**src/rtl/bfsp_pkg.sv**
```systemverilog
// Shared types and constants of the Bellman-Ford shortest-path block.
package bfsp_pkg;

   localparam int NODE_ID_W = 5;
   localparam int COST_IN_W = 16;
   localparam int DIST_W = 31;
   localparam int CFG_W = 6;
   localparam int CMP_W = 7;
   localparam int REQ_DATA_W = 32;
   localparam int RSP_DATA_W = 40;

   localparam logic [DIST_W-1:0] DIST_INF = 31'h3fffffff;
   localparam logic signed [31:0] SUM_MAX = 32'sh3fffffff;
   localparam logic signed [31:0] SUM_MIN = 32'shc0000000;
   localparam logic [CFG_W-1:0] NODE_COUNT_RESET = 6'd32;

   typedef enum logic [1:0] {
      OP_CLEAR = 2'd0,
      OP_ADD   = 2'd1,
      OP_RUN   = 2'd2,
      OP_CHECK = 2'd3
   } op_type;

   typedef enum logic [2:0] {
      ST_IDLE,
      ST_INIT,
      ST_PASS,
      ST_PASS_END,
      ST_EMIT_RD,
      ST_EMIT_LD
   } state_type;

   typedef struct packed {
      logic              reached;
      logic [DIST_W-1:0] dist_val;
   } dist_entry_type;

endpackage

```
**src/rtl/bfsp_dist_mem.sv**
```systemverilog
// Node distance memory: one write port, two registered read ports, read-first.
module bfsp_dist_mem #(
   parameter int DEPTH = 32,
   parameter int AW = 5
) (
   input  logic                    clock,
   input  logic                    wr_en,
   input  logic [AW-1:0]           wr_addr,
   input  bfsp_pkg::dist_entry_type wr_data,
   input  logic [AW-1:0]           rd_a_addr,
   output bfsp_pkg::dist_entry_type rd_a_data,
   input  logic [AW-1:0]           rd_b_addr,
   output bfsp_pkg::dist_entry_type rd_b_data
);

   bfsp_pkg::dist_entry_type mem [0:DEPTH-1];
   bfsp_pkg::dist_entry_type rd_a_ff;
   bfsp_pkg::dist_entry_type rd_b_ff;

   always_ff @(posedge clock) begin
      if (wr_en) begin
         mem[wr_addr] <= wr_data;
      end
      rd_a_ff <= mem[rd_a_addr];
      rd_b_ff <= mem[rd_b_addr];
   end

   assign rd_a_data = rd_a_ff;
   assign rd_b_data = rd_b_ff;

endmodule

```
**config.mk**
```make
export PLATFORM = sky130hd
export DESIGN_NAME = bfsp_dist_mem
export DESIGN_NICKNAME = d
export VERILOG_FILES = /design/src/rtl/bfsp_pkg.sv /design/src/rtl/bfsp_dist_mem.sv
export SDC_FILE = /design/constraint.sdc
export NUM_CORES = 1
export LEC_CHECK = 0
export BUFFER_PORTS_ARGS = -buffer_cell sky130_fd_sc_hd__buf_2
export CAP_MARGIN = 0
export CELL_PAD_IN_SITES_DETAIL_PLACEMENT = 1
export CELL_PAD_IN_SITES_GLOBAL_PLACEMENT = 1
export CORE_AREA = 2 2 412 414
export DETAILED_ROUTE_END_ITERATION = 8
export DIE_AREA = 0 0 414 416
export PLACE_DENSITY_LB_ADDON = 0.1
export SLEW_MARGIN = 40
export SYNTH_ARGS = -nofsm -noshare
export SYNTH_HDL_FRONTEND = slang
export SYNTH_SLANG_ARGS = --single-unit
export TNS_END_PERCENT = 5
```
**constraint.sdc**
```tcl
create_clock -name clock -period 4 [get_ports clock]
set_clock_uncertainty 0.1 [all_clocks]
set_input_delay 0 -clock clock [delete_from_list [all_inputs] [get_ports clock]]
set_output_delay 0 -clock clock [all_outputs]
set_load 0.01 [all_outputs]
```
==> impl_metrics.toml, run 1 <==
[synth]
synth_compound_area_share_pct = 7.84
yosysTopAreaCell = "edfxtp_1"
syn_inst = 3450
synth_top_family_by_area = "multiplexers"
synth_ff_type = "edfxtp_1"
syn_area_mm2 = 0.0501
synth_cell_types = 24
yosysSeqAreaShare_pct = 64.0
syn_area_per_cell_um2 = 14.5
muxShareOfSynthArea_pct = 20.5
yosysWarnings = 0
synth_top_area_share_pct = 61.4
synth_common_cells = "1024 x edfxtp_1, 1024 x mux2i_1, 195 x nand2_1"
syn_nets = 3499
synthTopCellsByArea = "edfxtp_1 61%, mux2i_1 20%, a22oi_1 2.9%, dfxtp_1 2.6%, a22o_1 2.2%"
synth_edf_count = 1024
yosys.area_share.adder_pct = 0
synthSimpleGateAreaFrac_pct = 4.59
async_reset_ff_share_pct = 0
ys_ff_latch = 1088
synthXorXnorAreaFrac_pct = 0

[die]
core_mm2 = 0.168
die-area_mm2 = 0.172
die_x_um = 414
ioPinCount = 113
fp-row-count = 151
start_util_pct = 29.8
die_y_um = 416

[hold_path]
hold-path-cell-count = 5
hold_class = "in2reg"

[power_and_ir_drop]
peakVddDrop_mv = 0.356
p_per_area_mw_per_mm2 = 467
power_uw = 27600
p_leak_uw = 0.0218

[worst_setup_path]
path_class = "in2reg"
start_kind = "primary input"
critPathMaxStageDelay_ps = 860
rr_endpoint = "rd_a_data[5]$_DFF_P_"
cp_max_fo = 9
slowest_stage = "dlygate4sd3_1"
worstPathArrival_ps = 4260
crit_chain = "dlygate4sd3_1, buf_2, nor2_4, dlygate4sd3_1, buf_4, nand2_1, dlygate4sd3_1, a31oi_1, dlygate4sd3_1, nand3_1, dlygate4sd3_1"
cp_common_cell = "dlygate4sd3_1"
crit_required_ps = 4560
crit_end = "rd_a_data[5]$_DFF_P_"
crit_start = "rd_a_addr[0]"
r2r_slack_ps = 1120
r2r_cells = 7
end_kind = "register"
rr_startpoint = "mem[18][5]$_DFFE_PP_"

[sta]
relSlewSlack_pct = 41.8
post-route-period-util_pct = 92.3
hold_viol = 0
max_slew.worst_pin.slew_ps = 873
rsz0062_at_grt = "no"
finalCriticalPeriod_ps = 3690
slew_violations = 0
finalSetupTns_ps = 0
holdWs_ps = 92.7
setup_viol = 0
fmax_mhz = 271

[cts]
cts_resized = 0
clock_latency_ps = 780
hold_buffers = 60
clk_path_buf_depth = 3
clock-sinks = 1088
cts_setup_buffers = 0
cts_buffers = 136
htreeDepth = 4
cts_tree = "done"
path_clk_slew_ps = 60
cts-root-buf = "clkbuf_16"

[layout]
antennaDiodeCount = 0
multiInputGateArea_mm2 = 0.0168
fin_nets = 3722
num-fill-cells = 17314
fin_cells = 6002
drive_gt1_share_pct = 14.0
synthToLayoutAreaGrowth_pct = 18.1
seq_area_mm2 = 0.0320

[grt]
grt_pass1_wl_mm = 269
grt-ovfl-total = 0
grt_usage_pct = 21.8
grt_max_degree = 71
antenna_found_initial = 8
grt_pass1_vias = 34772

[placed_design]
port_buffers = 112
dp_cells = 5693
globalplace.congestion = 0.786
place_hpwl_mm = 117

[drt]
wl_mm = 191
viasPerCell = 5.36
drc = 0
drt-initial-drc-count = 2200
wire_per_inst_um = 31.8
drtPass1Iterations = 5
ant_nets = 0
vias = 32189

[flow_run]
cap_violations = 0

[run_status]
outcome = "completed"
-- cells in the final DEF, fill, tap and decap left out, types with 2 or more instances in the layout --
master / n
inv_6: 3
nand2_1: 193
nand2b_2: 2
clkinv_8: 8
a22o_1: 128
nand2b_4: 2
mux2i_1: 1024
clkinv_2: 17
nand3b_1: 5
or3b_2: 3
a21oi_1: 192
nor3_1: 64
clkbuf_16: 138
buf_8: 2
buf_2: 110
clkinvlp_4: 5
or2_2: 2
and2_4: 2
bufinv_16: 10
edfxtp_1: 1024
buf_4: 120
buf_12: 44
clkinv_1: 20
a22oi_1: 192
nand3_1: 194
dlygate4sd3_1: 60
clkbuf_8: 18
clkbuf_1: 28
dfxtp_1: 64
a31oi_1: 64
nor2_4: 34
nor2b_4: 4
-- where the power goes --
part / total [µW] / internal (µW) / switching (µW)
logic: 2400 / 814 / 1580
registers: 12800 / 12700 / 133
clock network: 12400 / 7350 / 5050
total: 27600 / 20800 / 6770
-- critical path: cells and delay by family --
| kind | cells | cell delay, ps |
|---|---|---|
| AOI/OAI and AO/OA | 1 | 230 |
| and+or+nand+nor | 3 | 410 |
| buffers and inverters | 7 | 3600 |
-- how the worst min path moves through the flow --
stage,startpoint,end
2_1_floorplan,wr_data[0],mem[0][0]$_DFFE_PP_
3_3_place_gp,rd_a_data[22]$_DFF_P_,rd_a_data[22]
3_5_place_dp,rd_b_data[21]$_DFF_P_,rd_b_data[21]
4_1_cts,rd_a_addr[4],rd_a_data[31]$_DFF_P_
5_1_grt,rd_a_addr[4],rd_a_data[31]$_DFF_P_
6_report,rd_a_addr[4],rd_a_data[31]$_DFF_P_
-- layout make-up --
| type | count | share of cell area [%] |
|---|---|---|
| sequential | 1088 | 54.2 |
| clock inverter | 65 | 1.19 |
| timing repair buffer | 338 | 5.08 |
| clock buffer | 184 | 6.44 |
| multi-input combinational | 2109 | 28.4 |
| tap | 2218 | 4.69 |
-- flip-flops by register name, summed over array words and instances (netlist names) --
| register | flops |
|---|---|
| mem | 1024 |
| rd_b_data | 32 |
| rd_a_data | 32 |
-- through the flow --
stage	instance area, µm²	worst slack, ps	utilization (%)
after CTS	59100	414	35.2
after global placement	53900	1430	32.1
after global routing	59100	293	35.2
after detailed placement	54000	1400	32.1
after floorplan	50100	1470	-
final	59100	307	35.2
-- per-layer routing --
metal | wire length [µm] | up-vias | GRT usage (%)
met5 | 35 | - | 0
li1 | - | 14070 | -
met2 | 93400 | 687 | 37.1
met3 | 6130 | 251 | 3.00
met4 | 5360 | 8 | 6.50
met1 | 86300 | 17173 | 28.9
-- cell families after synthesis --
| logic type | count (synthesis) |
|---|---|
| DFF | 1088 |
| buffers and inverters | 253 |
| muxes | 1024 |
| and+or+nand+nor | 509 |
| AOI/OAI and AO/OA | 576 |
(Power assumes the default switching activity.)
==> run 2: changes to the inputs <==
clock period = 3.42 ns   (was 4 ns; I/O delays follow)
==> impl_metrics.toml, run 2 (synthesized netlist as in run 1, its figures left out) <==
[drt]
wl_mm = 198
ant_nets = 0
vias = 32795
viasPerCell = 5.45
drt-initial-drc-count = 2383
wire_per_inst_um = 33.0
drtPass1Iterations = 5
drc = 0

[sta]
relSlewSlack_pct = 42.4
rsz0062_at_grt = "no"
post-route-period-util_pct = 90.3
finalCriticalPeriod_ps = 3090
finalSetupTns_ps = 0
max_slew.worst_pin.slew_ps = 862
hold_viol = 0
setup_viol = 0
fmax_mhz = 324
slew_violations = 0

[cts]
clock_latency_ps = 790
cts_setup_buffers = 0
cts_tree = "done"
clk_path_buf_depth = 3
path_clk_slew_ps = 60
clock-sinks = 1088
htreeDepth = 4
hold_buffers = 57
cts_buffers = 132
cts-root-buf = "clkbuf_16"
cts_resized = 0

[power_and_ir_drop]
power_uw = 31600
p_per_area_mw_per_mm2 = 533
peakVddDrop_mv = 0.458
p_leak_uw = 0.0218

[worst_setup_path]
worstPathArrival_ps = 3650
end_kind = "register"
path_class = "in2reg"
crit_required_ps = 3980
cp_max_fo = 6
start_kind = "primary input"

[layout]
seq_area_mm2 = 0.0320
final_cell_mix = "1024 x mux2i_1, 1024 x edfxtp_1, 194 x nand3_1"
drive_gt1_share_pct = 14.2
num-fill-cells = 17280
multiInputGateArea_mm2 = 0.0168
synthToLayoutAreaGrowth_pct = 18.2
largest_register = "mem"
fin_nets = 3742
largest_register_ffs = 1024

[grt]
grt_pass1_wl_mm = 277
grt_pass1_vias = 35274
antenna_found_initial = 8
grt_usage_pct = 22.7
grt_max_degree = 56
grt-ovfl-total = 0

[placed_design]
place_hpwl_mm = 116
port_buffers = 112
globalplace.congestion = 0.779

[hold_path]
hold_class = "in2reg"

[die]
die_y_um = 416
start_util_pct = 29.8
ioPinCount = 113
fp-row-count = 151
die_x_um = 414
die-area_mm2 = 0.172
core_mm2 = 0.168

[flow_run]
cap_violations = 0

[run_status]
outcome = "completed"
## run 2: cell types whose count changed in the layout (fill, tap and decap cells not counted), sizes merged
cell / previous run / this run
inv: 4 / 8
clkbuf: 184 / 176
clkinv: 46 / 47
clkinvlp: 5 / 1
bufinv: 10 / 8
dlygate4sd3: 60 / 56
diode: 0 / 2
buf: 278 / 306
## run 2: metal layers
layer  global-route usage (%)  part of all wire (%)  up-vias
li1                         -                     -    14113
met1                     29.7                    44    17665
met2                     39.0                    49      734
met3                     2.88                   3.3      277
met4                     7.18                   3.0        6
met5                        0                 0.017        -
## run 2: worst paths after layout
| check | startpoint | end | slack, ps | cells past startpoint |
|---|---|---|---|---|
| max | rd_a_addr[0] | rd_a_data[4]$_DFF_P_ | 330 | 9 |
| min | rd_b_addr[1] | rd_b_data[5]$_DFF_P_ | 140 | 6 |
| max reg2reg | mem[30][2]$_DFFE_PP_ | rd_b_data[2]$_DFF_P_ | 1190 | 6 |
| min reg2reg | mem[20][5]$_DFFE_PP_ | rd_b_data[5]$_DFF_P_ | 540 | 4 |
## run 2: final cells by class
class | count | area share [%]
tap | 2218 | 4.69
timing repair buffer | 362 | 5.74
antenna | 2 | 0.00846
clock buffer | 176 | 5.95
clock inverter | 64 | 1.11
sequential | 1088 | 54.1
multi-input combinational | 2109 | 28.4
## run 2: critical path: stages
cell and delay (ps):
dlygate4sd3_1 520, buf_2 180, nor2b_4 380, dlygate4sd3_1 1140, nand2_1 100, nand3_1 110, dlygate4sd3_1 570, nand3_1 70
dlygate4sd3_1 570
## run 2: per-stage QoR
step | std cells | setup WS (ps) | hold WS, ps | cell area (µm²) | utilization [%]
2_1_floorplan | 3450 | 886 | -1.13 | 50100 | -
3_3_place_gp | 5718 | 1070 | 301 | 54400 | 32.3
3_5_place_dp | 5720 | 1030 | 295 | 54400 | 32.4
4_1_cts | 6017 | 352 | 84.8 | 59200 | 35.2
5_1_grt | 6017 | 275 | 162 | 59200 | 35.2
6_report | 6019 | 331 | 139 | 59200 | 35.2
## run 2: where the power goes
part	leakage (µW)	internal, µW	switching, µW
Sequential	0.00976	14800	167
Clock	0.00204	7900	5840
Combinational	0.0100	990	1840
==> run 3: changes to the inputs <==
clock period = 3.14 ns   (was 3.42 ns; I/O delays follow)
==> impl_metrics.toml, run 3 (synthesized netlist as in run 1, its figures left out) <==
[worst_setup_path]
cp_common_cell = "dlygate4sd3_1"
path_class = "in2reg"
worstPathArrival_ps = 3340
cpLargestDelayFamily = "buffers and inverters"
cp_max_fo = 18
crit_chain = "dlygate4sd3_1, buf_2, nor2b_4, dlygate4sd3_1, buf_4, a22o_1, nor3_1, a31oi_1, nand3_1, dlygate4sd3_1"
end_kind = "register"
start_kind = "primary input"
critPathMaxStageDelay_ps = 700
slowest_stage = "dlygate4sd3_1"
crit_buf_inv = 5
crit_required_ps = 3700

[sta]
max_slew.worst_pin.slew_ps = 804
fmax_mhz = 360
rsz0062_at_grt = "no"
finalSetupTns_ps = 0
setup_viol = 0
hold_viol = 0
slew_violations = 0
finalCriticalPeriod_ps = 2780
relSlewSlack_pct = 46.0
post-route-period-util_pct = 88.6

[grt]
grt-ovfl-total = 0
antenna_found_initial = 4
grtUsageMet3_pct = 2.75
grt_usage_pct = 22.0
grt_max_degree = 62
grt_pass1_vias = 34956
met1_usage_pct = 27.9
grt_pass1_wl_mm = 271
met2_usage_pct = 39.2
busiest_layer = "met2"

[power_and_ir_drop]
p_per_area_mw_per_mm2 = 581
power_uw = 34400
p_leak_uw = 0.0218
peakVddDrop_mv = 0.480

[cts]
cts_buffers = 132
cts-root-buf = "clkbuf_16"
path_clk_slew_ps = 60
htreeDepth = 4
cts_tree = "done"
clock_latency_ps = 770
cts_resized = 0
clk_path_buf_depth = 3
clock-sinks = 1088

[die]
die-area_mm2 = 0.172
core_mm2 = 0.168
ioPinCount = 113
fp-row-count = 151
die_x_um = 414
die_y_um = 416
start_util_pct = 29.8

[drt]
viasPerCell = 5.35
vias = 32218
wire_per_inst_um = 31.9
drc = 0
drtPass1Iterations = 5
ant_nets = 0
drt-initial-drc-count = 1911
wl_mm = 192

[layout]
synthToLayoutAreaGrowth_pct = 18.0
largest_register = "mem"
final_cell_mix = "1024 x mux2i_1, 1024 x edfxtp_1, 194 x nand3_1"
fin_nets = 3740
drive_gt1_share_pct = 14.0
largest_register_ffs = 1024
num-fill-cells = 17273

[placed_design]
port_buffers = 112
place_hpwl_mm = 115
globalplace.congestion = 0.776

[flow_run]
cap_violations = 0

[hold_path]
hold_class = "in2reg"

[run_status]
outcome = "completed"
## run 3: cell types whose count changed in the layout (fill, tap and decap cells not counted), moves of 3 or more
cell / change
clkbuf_16: +5
clkbuf_1: +6
clkinv_2: -7
clkinv_8: -3
buf_4: +4
## run 3: per-layer routing
layer  vias up  wire [µm]
li1      14098          -
met1     17178      83500
met2       659      97700
met3       279       5730
met4         4       4950
met5         -         24
## run 3: final cells by class
class	count	area, µm²	share of cell area, %
clock inverters	55	495	0.838
flip-flops and latches	1088	32000	54.2
repair buffers	360	3320	5.62
diodes	1	2.50	0.00423
multi-input cells	2109	16800	28.4
well taps	2218	2780	4.70
clock buffers	189	3690	6.25
## run 3: worst min-delay path, cell delays in order
cell,delay [ps]
buf_2,160
nand2_4,420
a21oi_1,90
nand3_1,90
nand3_1,80
## run 3: path summary, 6_finish.rpt
kind	from	endpoint	slack, ps	depth (start not counted)
setup / recovery	rd_a_addr[0]	rd_a_data[12]$_DFF_P_	360	10
hold / removal	rd_b_addr[4]	rd_b_data[30]$_DFF_P_	30	5
hold reg to reg	mem[20][27]$_DFFE_PP_	rd_b_data[27]$_DFF_P_	540	4
setup reg to reg	mem[22][7]$_DFFE_PP_	rd_b_data[7]$_DFF_P_	400	7
## run 3: report_power, final
part	switching, µW	internal, µW
registers	178	16100
logic	1970	1070
clock network	6220	8780
## run 3: metrics by stage
stage | instance area, µm² | setup WS, ps | utilization [%] | hold WS (ps) | cells
2_1_floorplan | 50100 | 606 | - | -1.13 | 3450
3_3_place_gp | 54300 | 821 | 32.3 | 302 | 5719
3_5_place_dp | 54400 | 825 | 32.3 | 297 | 5719
4_1_cts | 59100 | 58.3 | 35.2 | 12.8 | 6020
5_1_grt | 59100 | 247 | 35.1 | 37.5 | 6019
6_report | 59100 | 359 | 35.2 | 30.6 | 6020
## run 3: repair_timing
item	CTS	global route
hold buffers	57	0
endpoints found under the setup margin	0	1
setup buffers	0	0
hold endpoints to repair	1085	0
